--- src/rtl/ldprf_pkg.sv ---
// Shared types and constants for the L4 destination port range filter.
// No dependencies; imported by every module of the block.
`default_nettype none

package ldprf_pkg;

  // Configuration register indexes
  localparam logic [0:0] REG_PORT_RANGE_BASE  = 1'b0;
  localparam logic [0:0] REG_PORT_RANGE_COUNT = 1'b1;

  // Configuration reset values
  localparam logic [15:0] PORT_RANGE_BASE_RST  = 16'd10000;
  localparam logic [15:0] PORT_RANGE_COUNT_RST = 16'd128;

  // Byte positions inside the frame
  localparam logic [6:0] POS_ETYPE_HI = 7'd12;
  localparam logic [6:0] POS_ETYPE_LO = 7'd13;
  localparam logic [6:0] POS_IHL      = 7'd14;
  localparam logic [6:0] POS_PROTO    = 7'd23;
  localparam logic [6:0] POS_L4_BASE  = 7'd14;
  localparam logic [6:0] PORT_OFS     = 7'd2;
  localparam logic [6:0] POS_MAX      = 7'd127;

  // Length thresholds, in bytes of frame
  localparam logic [7:0] ETH_HDR_LEN      = 8'd14;
  localparam logic [7:0] MIN_IP_FRAME_LEN = 8'd34;
  localparam logic [7:0] TCP_HDR_LEN      = 8'd20;
  localparam logic [7:0] UDP_HDR_LEN      = 8'd8;
  localparam logic [3:0] MIN_IHL          = 4'd5;

  // Header codes
  localparam logic [15:0] ETHERTYPE_IPV4 = 16'h0800;
  localparam logic [7:0]  PROTO_TCP      = 8'd6;
  localparam logic [7:0]  PROTO_UDP      = 8'd17;

  // Classified frame handed from the parser to the range check
  typedef struct packed {
    logic        eligible;  // IPv4 TCP/UDP with complete headers
    logic [15:0] port;      // captured destination port
  } verdict_req_t;

endpackage

`default_nettype wire

--- src/rtl/ldprf_front.sv ---
// Front end: byte parser that captures header fields and classifies a frame
// on its last byte. Depends on ldprf_pkg.
`default_nettype none

module ldprf_front (
  input  wire logic                  clk,
  input  wire logic                  rst,
  input  wire logic                  in_valid,
  output logic                       in_ready,
  input  wire logic [7:0]            frame_byte,
  input  wire logic                  frame_last,
  output logic                       push,
  output ldprf_pkg::verdict_req_t    push_req,
  input  wire logic                  queue_ready
);
  import ldprf_pkg::*;

  logic [6:0]  byte_position;
  logic [15:0] ether_kind;
  logic [3:0]  header_words;
  logic [7:0]  ip_proto;
  logic [15:0] dest_port;

  logic        accept;
  logic [7:0]  frame_len;
  logic [6:0]  port_at;
  logic [7:0]  l4_start;
  logic [7:0]  need;
  logic        l4_known;
  logic        eligible;

  assign in_ready = queue_ready;
  assign accept   = in_valid && in_ready;

  // Port position and header length derived from the captured IHL
  assign port_at   = POS_L4_BASE + {1'b0, header_words, 2'b00} + PORT_OFS;
  assign frame_len = {1'b0, byte_position} + 8'd1;
  assign l4_start  = ETH_HDR_LEN + {2'b00, header_words, 2'b00};

  // L4 header size by protocol
  always_comb begin
    need     = UDP_HDR_LEN;
    l4_known = 1'b0;
    if (ip_proto == PROTO_TCP) begin
      need     = TCP_HDR_LEN;
      l4_known = 1'b1;
    end else if (ip_proto == PROTO_UDP) begin
      need     = UDP_HDR_LEN;
      l4_known = 1'b1;
    end
  end

  // Header checks; fields captured on this byte are never needed here
  assign eligible = (ether_kind == ETHERTYPE_IPV4) &&
                    (frame_len >= MIN_IP_FRAME_LEN) &&
                    (header_words >= MIN_IHL) &&
                    (l4_start <= frame_len) &&
                    l4_known &&
                    (frame_len >= l4_start + need);

  assign push              = accept && frame_last;
  assign push_req.eligible = eligible;
  assign push_req.port     = dest_port;

  // Field capture and byte position
  always_ff @(posedge clk) begin
    if (rst) begin
      byte_position <= '0;
      ether_kind    <= '0;
      header_words  <= '0;
      ip_proto      <= '0;
      dest_port     <= '0;
    end else if (accept) begin
      if (frame_last) begin
        byte_position <= '0;
        ether_kind    <= '0;
        header_words  <= '0;
        ip_proto      <= '0;
        dest_port     <= '0;
      end else begin
        if (byte_position == POS_ETYPE_HI) begin
          ether_kind[15:8] <= frame_byte;
        end else if (byte_position == POS_ETYPE_LO) begin
          ether_kind[7:0] <= frame_byte;
        end else if (byte_position == POS_IHL) begin
          header_words <= frame_byte[3:0];
        end else if (byte_position == POS_PROTO) begin
          ip_proto <= frame_byte;
        end
        if (byte_position > POS_IHL && byte_position < POS_MAX) begin
          if (byte_position == port_at) begin
            dest_port[15:8] <= frame_byte;
          end else if (byte_position == port_at + 7'd1) begin
            dest_port[7:0] <= frame_byte;
          end
        end
        if (byte_position < POS_MAX) begin
          byte_position <= byte_position + 7'd1;
        end
      end
    end
  end

endmodule

`default_nettype wire

--- src/rtl/ldprf_queue.sv ---
// Small FIFO that decouples the parser from the range check.
// Depends on ldprf_pkg for the entry type.
`default_nettype none

module ldprf_queue #(
  parameter int DEPTH = 2
) (
  input  wire logic                  clk,
  input  wire logic                  rst,
  input  wire logic                  wr_en,
  input  ldprf_pkg::verdict_req_t    wr_data,
  output logic                       wr_ready,
  output logic                       rd_valid,
  output ldprf_pkg::verdict_req_t    rd_data,
  input  wire logic                  rd_en
);
  import ldprf_pkg::*;

  localparam int PW = (DEPTH > 1) ? $clog2(DEPTH) : 1;
  localparam int CW = $clog2(DEPTH + 1);
  localparam logic [PW-1:0] LAST_IDX = PW'(DEPTH - 1);
  localparam logic [CW-1:0] FULL_CNT = CW'(DEPTH);

  verdict_req_t    entries [DEPTH];
  logic [PW-1:0]   wr_ptr;
  logic [PW-1:0]   rd_ptr;
  logic [CW-1:0]   fill;
  logic            do_wr;
  logic            do_rd;

  assign wr_ready = (fill != FULL_CNT);
  assign rd_valid = (fill != '0);
  assign rd_data  = entries[rd_ptr];
  assign do_wr    = wr_en && wr_ready;
  assign do_rd    = rd_en && rd_valid;

  // Storage
  always_ff @(posedge clk) begin
    if (do_wr) begin
      entries[wr_ptr] <= wr_data;
    end
  end

  // Pointers and fill level
  always_ff @(posedge clk) begin
    if (rst) begin
      wr_ptr <= '0;
      rd_ptr <= '0;
      fill   <= '0;
    end else begin
      if (do_wr) begin
        wr_ptr <= (wr_ptr == LAST_IDX) ? '0 : wr_ptr + PW'(1);
      end
      if (do_rd) begin
        rd_ptr <= (rd_ptr == LAST_IDX) ? '0 : rd_ptr + PW'(1);
      end
      if (do_wr && !do_rd) begin
        fill <= fill + CW'(1);
      end else if (do_rd && !do_wr) begin
        fill <= fill - CW'(1);
      end
    end
  end

endmodule

`default_nettype wire

--- src/rtl/ldprf_back.sv ---
// Back end: port range registers, range compare and the output register.
// Depends on ldprf_pkg.
`default_nettype none

module ldprf_back (
  input  wire logic                  clk,
  input  wire logic                  rst,
  input  wire logic                  cfg_we,
  input  wire logic [0:0]            cfg_index,
  input  wire logic [15:0]           cfg_data,
  input  wire logic                  req_valid,
  input  ldprf_pkg::verdict_req_t    req,
  output logic                       req_pop,
  output logic                       out_valid,
  input  wire logic                  out_ready,
  output logic                       drop
);
  import ldprf_pkg::*;

  logic [15:0] port_range_base;
  logic [15:0] port_range_count;
  logic [16:0] range_end;
  logic        in_range;
  logic        drop_next;

  // Configuration registers
  always_ff @(posedge clk) begin
    if (rst) begin
      port_range_base  <= PORT_RANGE_BASE_RST;
      port_range_count <= PORT_RANGE_COUNT_RST;
    end else if (cfg_we) begin
      unique case (cfg_index)
        REG_PORT_RANGE_BASE:  port_range_base  <= cfg_data;
        REG_PORT_RANGE_COUNT: port_range_count <= cfg_data;
        default: ;
      endcase
    end
  end

  // Range compare, end formed in 17 bits so it never wraps
  assign range_end = {1'b0, port_range_base} + {1'b0, port_range_count};
  assign in_range  = (req.port >= port_range_base) && ({1'b0, req.port} < range_end);
  assign drop_next = req.eligible && in_range;

  // Output register takes a new verdict when empty or being drained
  assign req_pop = req_valid && (!out_valid || out_ready);

  always_ff @(posedge clk) begin
    if (rst) begin
      out_valid <= 1'b0;
    end else if (req_pop) begin
      out_valid <= 1'b1;
    end else if (out_ready) begin
      out_valid <= 1'b0;
    end
  end

  always_ff @(posedge clk) begin
    if (req_pop) begin
      drop <= drop_next;
    end
  end

endmodule

`default_nettype wire

--- src/rtl/l4_dest_port_range_filter_core.sv ---
// L4 destination port range filter: top level joining parser, queue and
// range check. Depends on ldprf_pkg, ldprf_front, ldprf_queue, ldprf_back.
//
// Usage:
//   Input channel (in_valid/in_ready): one Ethernet frame byte per request,
//   starting at the destination MAC, frame_last set on the final byte.
//   Output channel (out_valid/out_ready): one drop verdict per frame.
//   Config port: cfg_we writes cfg_data[15:0] to register cfg_index
//   (0 = port_range_base, 1 = port_range_count); write only while idle.
// Throughput: one byte per cycle; the parser never stalls while the verdict
//   queue has room, and a verdict per cycle can drain when out_ready is high.
// Path: with the output free, the verdict is written into the queue as the last
//   byte is accepted, then loaded into the output register, raising out_valid.
// Stall: when out_ready is low, up to QUEUE_DEPTH verdicts wait in the queue
//   plus one in the output register; in_ready drops only when the queue fills.
// Reset: rst (synchronous) clears the parser, empties the queue and loads
//   base 10000 and count 128.
`default_nettype none

module l4_dest_port_range_filter_core #(
  parameter int QUEUE_DEPTH = 2
) (
  input  wire logic        clk,
  input  wire logic        rst,
  input  wire logic        in_valid,
  output logic             in_ready,
  input  wire logic [7:0]  frame_byte,
  input  wire logic        frame_last,
  output logic             out_valid,
  input  wire logic        out_ready,
  output logic             drop,
  input  wire logic        cfg_we,
  input  wire logic [0:0]  cfg_index,
  input  wire logic [15:0] cfg_data
);
  import ldprf_pkg::*;

  logic         push;
  verdict_req_t push_req;
  logic         queue_ready;
  logic         req_valid;
  verdict_req_t req;
  logic         req_pop;

  // Parser
  ldprf_front u_front (
    .clk         (clk),
    .rst         (rst),
    .in_valid    (in_valid),
    .in_ready    (in_ready),
    .frame_byte  (frame_byte),
    .frame_last  (frame_last),
    .push        (push),
    .push_req    (push_req),
    .queue_ready (queue_ready)
  );

  // Verdict queue
  ldprf_queue #(
    .DEPTH (QUEUE_DEPTH)
  ) u_queue (
    .clk      (clk),
    .rst      (rst),
    .wr_en    (push),
    .wr_data  (push_req),
    .wr_ready (queue_ready),
    .rd_valid (req_valid),
    .rd_data  (req),
    .rd_en    (req_pop)
  );

  // Range check and output
  ldprf_back u_back (
    .clk       (clk),
    .rst       (rst),
    .cfg_we    (cfg_we),
    .cfg_index (cfg_index),
    .cfg_data  (cfg_data),
    .req_valid (req_valid),
    .req       (req),
    .req_pop   (req_pop),
    .out_valid (out_valid),
    .out_ready (out_ready),
    .drop      (drop)
  );

endmodule

`default_nettype wire
--- config.mk ---
export PLATFORM = sky130hd
export DESIGN_NAME = l4_dest_port_range_filter_core
export DESIGN_NICKNAME = d
export VERILOG_FILES = /design/src/rtl/ldprf_pkg.sv /design/src/rtl/ldprf_front.sv /design/src/rtl/ldprf_queue.sv /design/src/rtl/ldprf_back.sv /design/src/rtl/l4_dest_port_range_filter_core.sv
export SDC_FILE = /design/constraint.sdc
export NUM_CORES = 1
export LEC_CHECK = 0
export ABC_CLOCK_PERIOD_IN_PS = 9200
export BUFFER_PORTS_ARGS = -buffer_cell sky130_fd_sc_hd__buf_2
export CORE_MARGIN = 4
export CORE_UTILIZATION = 45
export CTS_CLUSTER_SIZE = 28
export DETAILED_ROUTE_END_ITERATION = 10
export PLACE_DENSITY = 0.59
export SLEW_MARGIN = 40
export SYNTH_ARGS = -nofsm -noshare
export SYNTH_HDL_FRONTEND = slang
export SYNTH_HIERARCHICAL = 1
export SYNTH_SLANG_ARGS = --single-unit
--- constraint.sdc ---
create_clock -name clk -period 9.2 [get_ports clk]
set_input_delay 0.46 -clock clk [delete_from_list [all_inputs] [get_ports clk]]
set_output_delay 0.46 -clock clk [all_outputs]
set_load 0.02 [all_outputs]
==> impl_metrics.prom, run 1 <==
# TYPE chip_impl_metric gauge
chip_impl_metric{name="num_antenna_cells",unit=""} 0
chip_impl_metric{name="final_nets",unit=""} 854
chip_impl_info{name="synth_top_cells_by_area",value="dfxtp_1, edfxtp_1, ha_1"} 1
chip_impl_metric{name="timing.final.hold_violations",unit=""} 0
chip_impl_metric{name="holdPathStages",unit=""} 2
chip_impl_metric{name="area_of_the_mapped_netlist",unit="um2"} 6940
chip_impl_metric{name="die_area",unit="um2"} 17500
chip_impl_metric{name="design.core.area",unit="um2"} 15100
chip_impl_metric{name="worst_slew_margin_rel",unit="%"} 45.9
chip_impl_info{name="unrepaired_setup_endpoints_after_global_routing",value="false"} 1
chip_impl_metric{name="detail_route.drc_violations",unit=""} 0
chip_impl_metric{name="peakVddDrop",unit="mV"} 0.143
chip_impl_metric{name="floorplan.die.width",unit="um"} 132
chip_impl_metric{name="gp_routability_congestion",unit=""} 0.831
chip_impl_metric{name="cts_setup_buffers",unit=""} 0
chip_impl_info{name="cell_taking_the_most_area_after_synthesis",value="dfxtp_1"} 1
chip_impl_metric{name="fp-row-count",unit=""} 45
chip_impl_metric{name="slew_viol_final",unit=""} 0
chip_impl_metric{name="synth_seq_cells",unit=""} 124
chip_impl_metric{name="reg2regPathDepth",unit=""} 15
chip_impl_metric{name="cts_inserted_buffers",unit=""} 17
chip_impl_metric{name="setup_total_neg_slack",unit="ps"} 0
chip_impl_info{name="min-delay-path-class",value="primary input to register"} 1
chip_impl_metric{name="clock_sink_count",unit=""} 124
chip_impl_metric{name="critical_path_buffers_and_inverters",unit=""} 0
chip_impl_metric{name="yosys_warnings",unit=""} 6
chip_impl_metric{name="detail_route.first_pass.iterations",unit=""} 5
chip_impl_metric{name="power_per_cell_area",unit="nW/um2"} 207
chip_impl_metric{name="cts.htree.levels",unit=""} 4
chip_impl_metric{name="floorplan.initialDensity",unit="%"} 45.8
chip_impl_metric{name="worst-r2r-setup-slack",unit="ps"} 5610
chip_impl_metric{name="p_seq_share",unit="%"} 39.1
chip_impl_info{name="crit_type",value="register to register"} 1
chip_impl_metric{name="drt-initial-drc-count",unit=""} 263
chip_impl_metric{name="internal-power",unit="mW"} 1.13
chip_impl_metric{name="post_cts.resized_instances",unit=""} 0
chip_impl_metric{name="maximum_clock_insertion_buffer_count",unit=""} 2
chip_impl_info{name="synth_top_flop_cell",value="dfxtp_1"} 1
chip_impl_metric{name="worst_path_largest_cell_delay",unit="ps"} 450
chip_impl_metric{name="max_cap_violations",unit=""} 0
chip_impl_metric{name="switching_fraction_of_total_power",unit="%"} 30.2
chip_impl_metric{name="number_of_i_o_port_buffers",unit=""} 33
chip_impl_metric{name="synth_top_cell_area_share",unit="%"} 25.7
chip_impl_info{name="worstHoldEndpoint",value="u_back/port_range_base[8]"} 1
chip_impl_metric{name="synthesis.nets",unit=""} 828
chip_impl_metric{name="per_instance_average_area_after_synthesis",unit="um2"} 9.58
chip_impl_metric{name="synthDistinctLibCells",unit=""} 75
chip_impl_info{name="slowest_stage",value="fa_1"} 1
chip_impl_metric{name="totalWireLength",unit="um"} 16000
chip_impl_metric{name="yosysSeqAreaShare",unit="%"} 40.8
chip_impl_metric{name="ratio_of_final_minimum_period_to_clock_period",unit="%"} 39.0
chip_impl_metric{name="fraction_of_registers_with_async_set_or_reset_after_synthesis",unit="%"} 0
chip_impl_metric{name="vias",unit=""} 5507
chip_impl_metric{name="layout-drive-gt1-share",unit="%"} 14.5
chip_impl_info{name="crit-reg2reg-launch",value="u_back/port_range_base[0]"} 1
chip_impl_metric{name="synth_cells",unit=""} 724
chip_impl_metric{name="clk_pin_slew_worst_paths",unit="ps"} 60
chip_impl_metric{name="total_leakage_power",unit="nW"} 3.16
chip_impl_metric{name="detail_route.vias_per_cell",unit=""} 5.79
chip_impl_metric{name="first_global_vias",unit=""} 5290
chip_impl_metric{name="power_frac_comb",unit="%"} 21.8
chip_impl_info{name="path_delay_family",value="compound AO/OA/AOI/OAI gates"} 1
chip_impl_metric{name="gr-total-overflow",unit=""} 0
chip_impl_info{name="worst_setup_path_start_kind",value="register"} 1
chip_impl_metric{name="die_h",unit="um"} 132
chip_impl_info{name="cp_cell_sequence",value="ha_1, fa_1, a211oi_2, o211ai_2, a221oi_2, o21bai_1, a21oi_2, xor2_1, ha_1, nand4_1, nor2_1, nand3_1, a211o_1, o221ai_1, a221oi_2"} 1
chip_impl_metric{name="power_consumption",unit="mW"} 1.62
chip_impl_info{name="outcome",value="completed"} 1
chip_impl_metric{name="grt_use_total",unit="%"} 18.5
chip_impl_info{name="ctsRootBufferMaster",value="clkbuf_16"} 1
chip_impl_metric{name="finalSetupViolations",unit=""} 0
chip_impl_metric{name="skew",unit="ps"} 7.58
chip_impl_metric{name="clock_latency",unit="ps"} 410
chip_impl_info{name="cts_tree",value="yes"} 1
chip_impl_metric{name="crit_arrival",unit="ps"} 3750
chip_impl_metric{name="critical_path.max_fanout",unit=""} 3
chip_impl_metric{name="dpl.hpwl",unit="um"} 11700
chip_impl_info{name="crit_path_end_kind",value="register"} 1
chip_impl_metric{name="required_worst_endpoint",unit="ps"} 9350
chip_impl_metric{name="period_minus_slack",unit="ps"} 3590
chip_impl_metric{name="fmaxAchievable",unit="MHz"} 278
chip_impl_metric{name="route.antenna.remaining_nets",unit=""} 0
chip_impl_metric{name="worst_pin_slew",unit="ps"} 805
chip_impl_metric{name="areaGrowthSynthToFinish",unit="%"} 12.3
chip_impl_metric{name="cts_hold_buf",unit=""} 0
chip_impl_metric{name="io-pin-count",unit=""} 34
chip_impl_info{name="min-delay-start",value="cfg_data[8]"} 1
chip_impl_metric{name="switching_power",unit="mW"} 0.488
chip_impl_info{name="regToRegEndpoint",value="u_back/drop"} 1
chip_impl_metric{name="synth_edf_count",unit=""} 35
chip_impl_metric{name="drt-wirelength-per-cell",unit="um"} 16.9
chip_impl_metric{name="grt_start_max_net_pins",unit=""} 78
chip_impl_metric{name="grt_first_pass_wirelength",unit="um"} 26300
chip_impl_metric{name="antenna_found_initial",unit=""} 0
chip_impl_metric{name="share_of_total_power_in_the_clock_network",unit="%"} 39.1
[per-stage QoR]
stage | hold WS, ps | cell area [um2] | worst slack (ps) | std cells | utilization, %
floorplan | 426 | 6940 | 5940 | 724 | -
global placement | 443 | 7230 | 5720 | 919 | 47.7
detailed placement | 452 | 7230 | 5670 | 919 | 47.7
CTS | 252 | 7790 | 5610 | 951 | 51.4
global route | 250 | 7790 | 5360 | 951 | 51.4
finish | 270 | 7790 | 5610 | 951 | 51.4
[synthesized netlist by cell type, drive strengths merged (5+ instances only)]
master   n
nand2   72
o21ai   19
a21o    14
xnor2   17
inv     51
a211oi   9
xor2    13
a21oi   58
dfxtp   89
a22o    15
nor2    65
a211o    8
edfxtp  35
nor2b    5
nand2b   7
nand3   10
buf      8
nor4    12
ha      71
a32oi    8
a22oi   22
clkbuf  20
nor3     9
mux2    17
[worst reg2reg max path: stages, from the launching register on]
cell	delay, ps
dfxtp_1	330
ha_1	250
fa_1	450
a211oi_2	280
o211ai_2	160
a221oi_2	360
o21bai_1	130
a21oi_2	160
xor2_1	80
ha_1	310
nand4_1	100
nor2_1	170
nand3_1	100
a211o_1	270
o221ai_1	90
a221oi_2	90
[power by group through the flow]
stage | Sequential [mW] | Combinational, mW | Clock, mW
global placement | 0.641 | 0.338 | 0
global route | 0.637 | 0.396 | 0.670
detailed placement | 0.643 | 0.350 | 0
CTS | 0.632 | 0.354 | 0.646
floorplan | 0.631 | 0.268 | 0
finish | 0.631 | 0.352 | 0.632
[cells by family after synthesis]
kind of cell    Yosys count  synth area share, %
fa+ha+maj                73                 13.4
simple gates            209                 14.7
mux                      17                 2.76
buf+inv                  79                 4.53
flops                   124                 40.8
xor+xnor                 30                 3.79
compound gates          192                 20.0
[how the worst max path moves through the flow]
| stage | startpoint | to | slack [ps] | cells past startpoint |
|---|---|---|---|---|
| 6_report | u_back/port_range_base[0] | u_back/drop | 5610 | 15 |
| 5_1_grt | u_back/port_range_base[0] | u_back/drop | 5360 | 15 |
| 4_1_cts | u_back/port_range_base[0] | u_back/drop | 5610 | 15 |
| 3_5_place_dp | u_back/port_range_base[0] | u_back/drop | 5670 | 15 |
| 3_3_place_gp | u_back/port_range_base[0] | u_back/drop | 5720 | 15 |
| 2_1_floorplan | u_back/port_range_base[0] | u_back/drop | 5940 | 15 |
[cell type report]
type	instances	area [um2]
sequential	124	2830
clock inverter	12	113
clock buffer	20	447
tap	188	235
timing repair buffer	35	180
multi-input combinational	521	3790
fill	1369	7360
inverter	51	191
[registers in the layout, summed over array words and instances, names as in the netlist, named ones only]
signal	count
u_front/dest_port	16
u_back/drop	1
u_front/ip_proto	8
u_front/header_words	4
u_back/port_range_count	16
u_front/ether_kind	16
u_back/out_valid	1
u_queue/wr_ptr	1
u_queue/rd_ptr	1
u_queue/fill	2
u_queue/entries	34
u_front/byte_position	7
u_back/port_range_base	16
[layer usage]
layer  wire length (um)  global-route usage, %  share of wire, %  vias to the layer above
met5                  0                      0                 0                        -
met4                269                   7.00               1.7                        0
met3                559                   4.62               3.5                       23
met2               8390                   32.6                52                      123
met1               6810                   21.8                42                     2671
li1                   -                      -                 -                     2690
[cells in the final DEF (no fill, tap or decap), types with 13 or more instances in the layout]
cell / instances
nor2_1: 61
clkbuf_16: 17
mux2_2: 17
a21oi_1: 57
a22o_1: 14
buf_2: 33
a22oi_1: 22
xnor2_1: 17
o21ai_0: 14
nand2_1: 72
dfxtp_1: 89
inv_1: 51
a21o_1: 13
edfxtp_1: 35
ha_1: 71
xor2_1: 13
(Power assumes the default switching activity.)
==> run 2, diff against run 1 <==
- ABC_CLOCK_PERIOD_IN_PS: 9200 -> 3500
- clock period: 9.2 -> 3.5 ns (I/O delays scaled with it)
==> impl_metrics.prom, run 2 (synthesized netlist as in run 1, its figures left out) <==
# TYPE chip_impl_metric gauge
chip_impl_metric{name="dp_cells",unit=""} 924
chip_impl_metric{name="number_of_i_o_port_buffers",unit=""} 33
chip_impl_metric{name="drt-wirelength-per-cell",unit="um"} 16.3
chip_impl_metric{name="share_of_total_power_in_the_clock_network",unit="%"} 39.4
chip_impl_metric{name="totalWireLength",unit="um"} 15800
chip_impl_metric{name="grt_start_max_net_pins",unit=""} 46
chip_impl_metric{name="fin_cells",unit=""} 968
chip_impl_metric{name="clock_sink_count",unit=""} 124
chip_impl_metric{name="period_minus_slack",unit="ps"} 3390
chip_impl_info{name="worst_setup_path_start_kind",value="register"} 1
chip_impl_metric{name="vias",unit=""} 5425
chip_impl_metric{name="power_frac_comb",unit="%"} 22.4
chip_impl_info{name="cts_tree",value="yes"} 1
chip_impl_metric{name="total_leakage_power",unit="nW"} 3.26
chip_impl_metric{name="detail_route.vias_per_cell",unit=""} 5.60
chip_impl_metric{name="post_dp_cell_area",unit="um2"} 7270
chip_impl_metric{name="design.core.area",unit="um2"} 15100
chip_impl_metric{name="route.antenna.remaining_nets",unit=""} 0
chip_impl_metric{name="fp-row-count",unit=""} 45
chip_impl_metric{name="ratio_of_final_minimum_period_to_clock_period",unit="%"} 96.9
chip_impl_metric{name="power_per_cell_area",unit="nW/um2"} 537
chip_impl_metric{name="finalSetupViolations",unit=""} 0
chip_impl_metric{name="num_antenna_cells",unit=""} 0
chip_impl_metric{name="timing.final.hold_violations",unit=""} 0
chip_impl_metric{name="grt_first_pass_wirelength",unit="um"} 26600
chip_impl_info{name="mostFrequentLayoutCells",value="dfxtp_1, nand2_1, ha_1"} 1
chip_impl_metric{name="dp_worst_setup_slack",unit="ps"} -40.4
chip_impl_metric{name="dpl.hpwl",unit="um"} 11700
chip_impl_metric{name="crit_arrival",unit="ps"} 3620
chip_impl_metric{name="fmaxAchievable",unit="MHz"} 295
chip_impl_info{name="min-delay-path-class",value="primary input to register"} 1
chip_impl_metric{name="floorplan.initialDensity",unit="%"} 45.8
chip_impl_info{name="crit_type",value="register to register"} 1
chip_impl_info{name="ctsRootBufferMaster",value="clkbuf_16"} 1
chip_impl_metric{name="switching_fraction_of_total_power",unit="%"} 29.5
chip_impl_metric{name="floorplan.die.width",unit="um"} 132
chip_impl_metric{name="p_seq_share",unit="%"} 38.2
chip_impl_metric{name="cts.htree.levels",unit=""} 4
chip_impl_metric{name="fill_cells",unit=""} 1353
chip_impl_metric{name="skew",unit="ps"} 6.46
chip_impl_info{name="unrepaired_setup_endpoints_after_global_routing",value="true"} 1
chip_impl_metric{name="max_cap_violations",unit=""} 0
chip_impl_metric{name="areaGrowthSynthToFinish",unit="%"} 15.8
chip_impl_metric{name="drt-initial-drc-count",unit=""} 274
chip_impl_metric{name="cts_inserted_buffers",unit=""} 17
chip_impl_metric{name="slew_viol_final",unit=""} 0
chip_impl_metric{name="io-pin-count",unit=""} 34
chip_impl_metric{name="gr-total-overflow",unit=""} 0
chip_impl_metric{name="required_worst_endpoint",unit="ps"} 3730
chip_impl_metric{name="power_consumption",unit="mW"} 4.31
chip_impl_metric{name="clk_pin_slew_worst_paths",unit="ps"} 60
chip_impl_metric{name="worst_slew_margin_rel",unit="%"} 50.4
chip_impl_metric{name="final_nets",unit=""} 872
chip_impl_metric{name="switching_power",unit="mW"} 1.27
chip_impl_metric{name="largest_register_ffs",unit=""} 34
chip_impl_metric{name="worst_hold_slack",unit="ps"} 15.2
chip_impl_metric{name="antenna_found_initial",unit=""} 0
chip_impl_metric{name="final.setup.worst_slack",unit="ps"} 110
chip_impl_metric{name="gp_routability_congestion",unit=""} 0.835
chip_impl_metric{name="detail_route.drc_violations",unit=""} 0
chip_impl_metric{name="layout-drive-gt1-share",unit="%"} 16.3
chip_impl_metric{name="die_h",unit="um"} 132
chip_impl_metric{name="internal-power",unit="mW"} 3.04
chip_impl_metric{name="finish.instance_area",unit="um2"} 8030
chip_impl_info{name="commonest_non_fill_non_tap_cell_in_the_layout",value="dfxtp_1"} 1
chip_impl_metric{name="critical_path.max_fanout",unit=""} 3
chip_impl_info{name="crit_path_end_kind",value="register"} 1
chip_impl_info{name="outcome",value="completed"} 1
chip_impl_metric{name="detail_route.first_pass.iterations",unit=""} 5
chip_impl_metric{name="die_area",unit="um2"} 17500
chip_impl_metric{name="grt_use_total",unit="%"} 18.7
chip_impl_metric{name="peakVddDrop",unit="mV"} 0.366
chip_impl_metric{name="first_global_vias",unit=""} 5518
chip_impl_metric{name="worst_pin_slew",unit="ps"} 738
chip_impl_metric{name="maximum_clock_insertion_buffer_count",unit=""} 2
chip_impl_info{name="largest-register",value="u_queue/entries"} 1
chip_impl_metric{name="clock_latency",unit="ps"} 420
run 2: critical path, cell delays in order, from the launching register on:
cell      delay [ps]
dfxtp_2          340
ha_4             160
fa_2             370
a211oi_4         260
o211ai_2         160
a221oi_4         310
o21bai_1         130
a21oi_2          160
xor2_1           180
ha_1             270
nand4_1          110
nor2_2            60
a221oi_2         260
o221ai_2         130
a221oi_2         320
run 2: final timing paths:
kind                                    start                           to  slack (ps)  cells past startpoint
setup reg to reg    u_back/port_range_base[0]                  u_back/drop         110                     14
setup / recovery    u_back/port_range_base[0]                  u_back/drop         110                     14
hold / removal                    cfg_data[4]    u_back/port_range_base[4]          20                      2
hold reg to reg   u_back/port_range_count[13]  u_back/port_range_count[13]         460                      2
run 2: through the flow:
stage / TNS [ps] / util, %
2_1_floorplan: 0 / -
3_3_place_gp: 0 / 48.0
3_5_place_dp: -40.4 / 48.0
4_1_cts: 0 / 52.8
5_1_grt: -9.57 / 53.0
6_report: 0 / 53.0
run 2: routing by layer:
metal	global-route usage (%)	part of all wire [%]
met4	5.48	1.3
met5	0	0
met1	21.9	43
met2	33.7	53
met3	4.54	3.4
run 2: power by group through the flow:
stage | Sequential, mW | Combinational [mW] | Clock (mW)
finish | 1.65 | 0.966 | 1.70
global route | 1.66 | 1.09 | 1.81
CTS | 1.65 | 0.956 | 1.73
detailed placement | 1.68 | 0.931 | 0
global placement | 1.68 | 0.909 | 0
floorplan | 1.66 | 0.705 | 0
run 2: cell type report:
type	instances	area, um2	area share [%]
inverter	51	191	2.38
timing repair buffer	53	340	4.24
tap	188	235	2.93
clock buffer	22	517	6.43
sequential	124	2840	35.3
multi-input combinational	521	3840	47.8
clock inverter	9	73.8	0.919
run 2: repair_timing:
action                                  in CTS  in global routing
setup buffers                                3                  0
hold buffers                                10                  0
pin swaps                                    9                  6
resized for setup                            3                  7
endpoints found under the hold margin       15                  0
endpoints found under the setup margin       1                  1
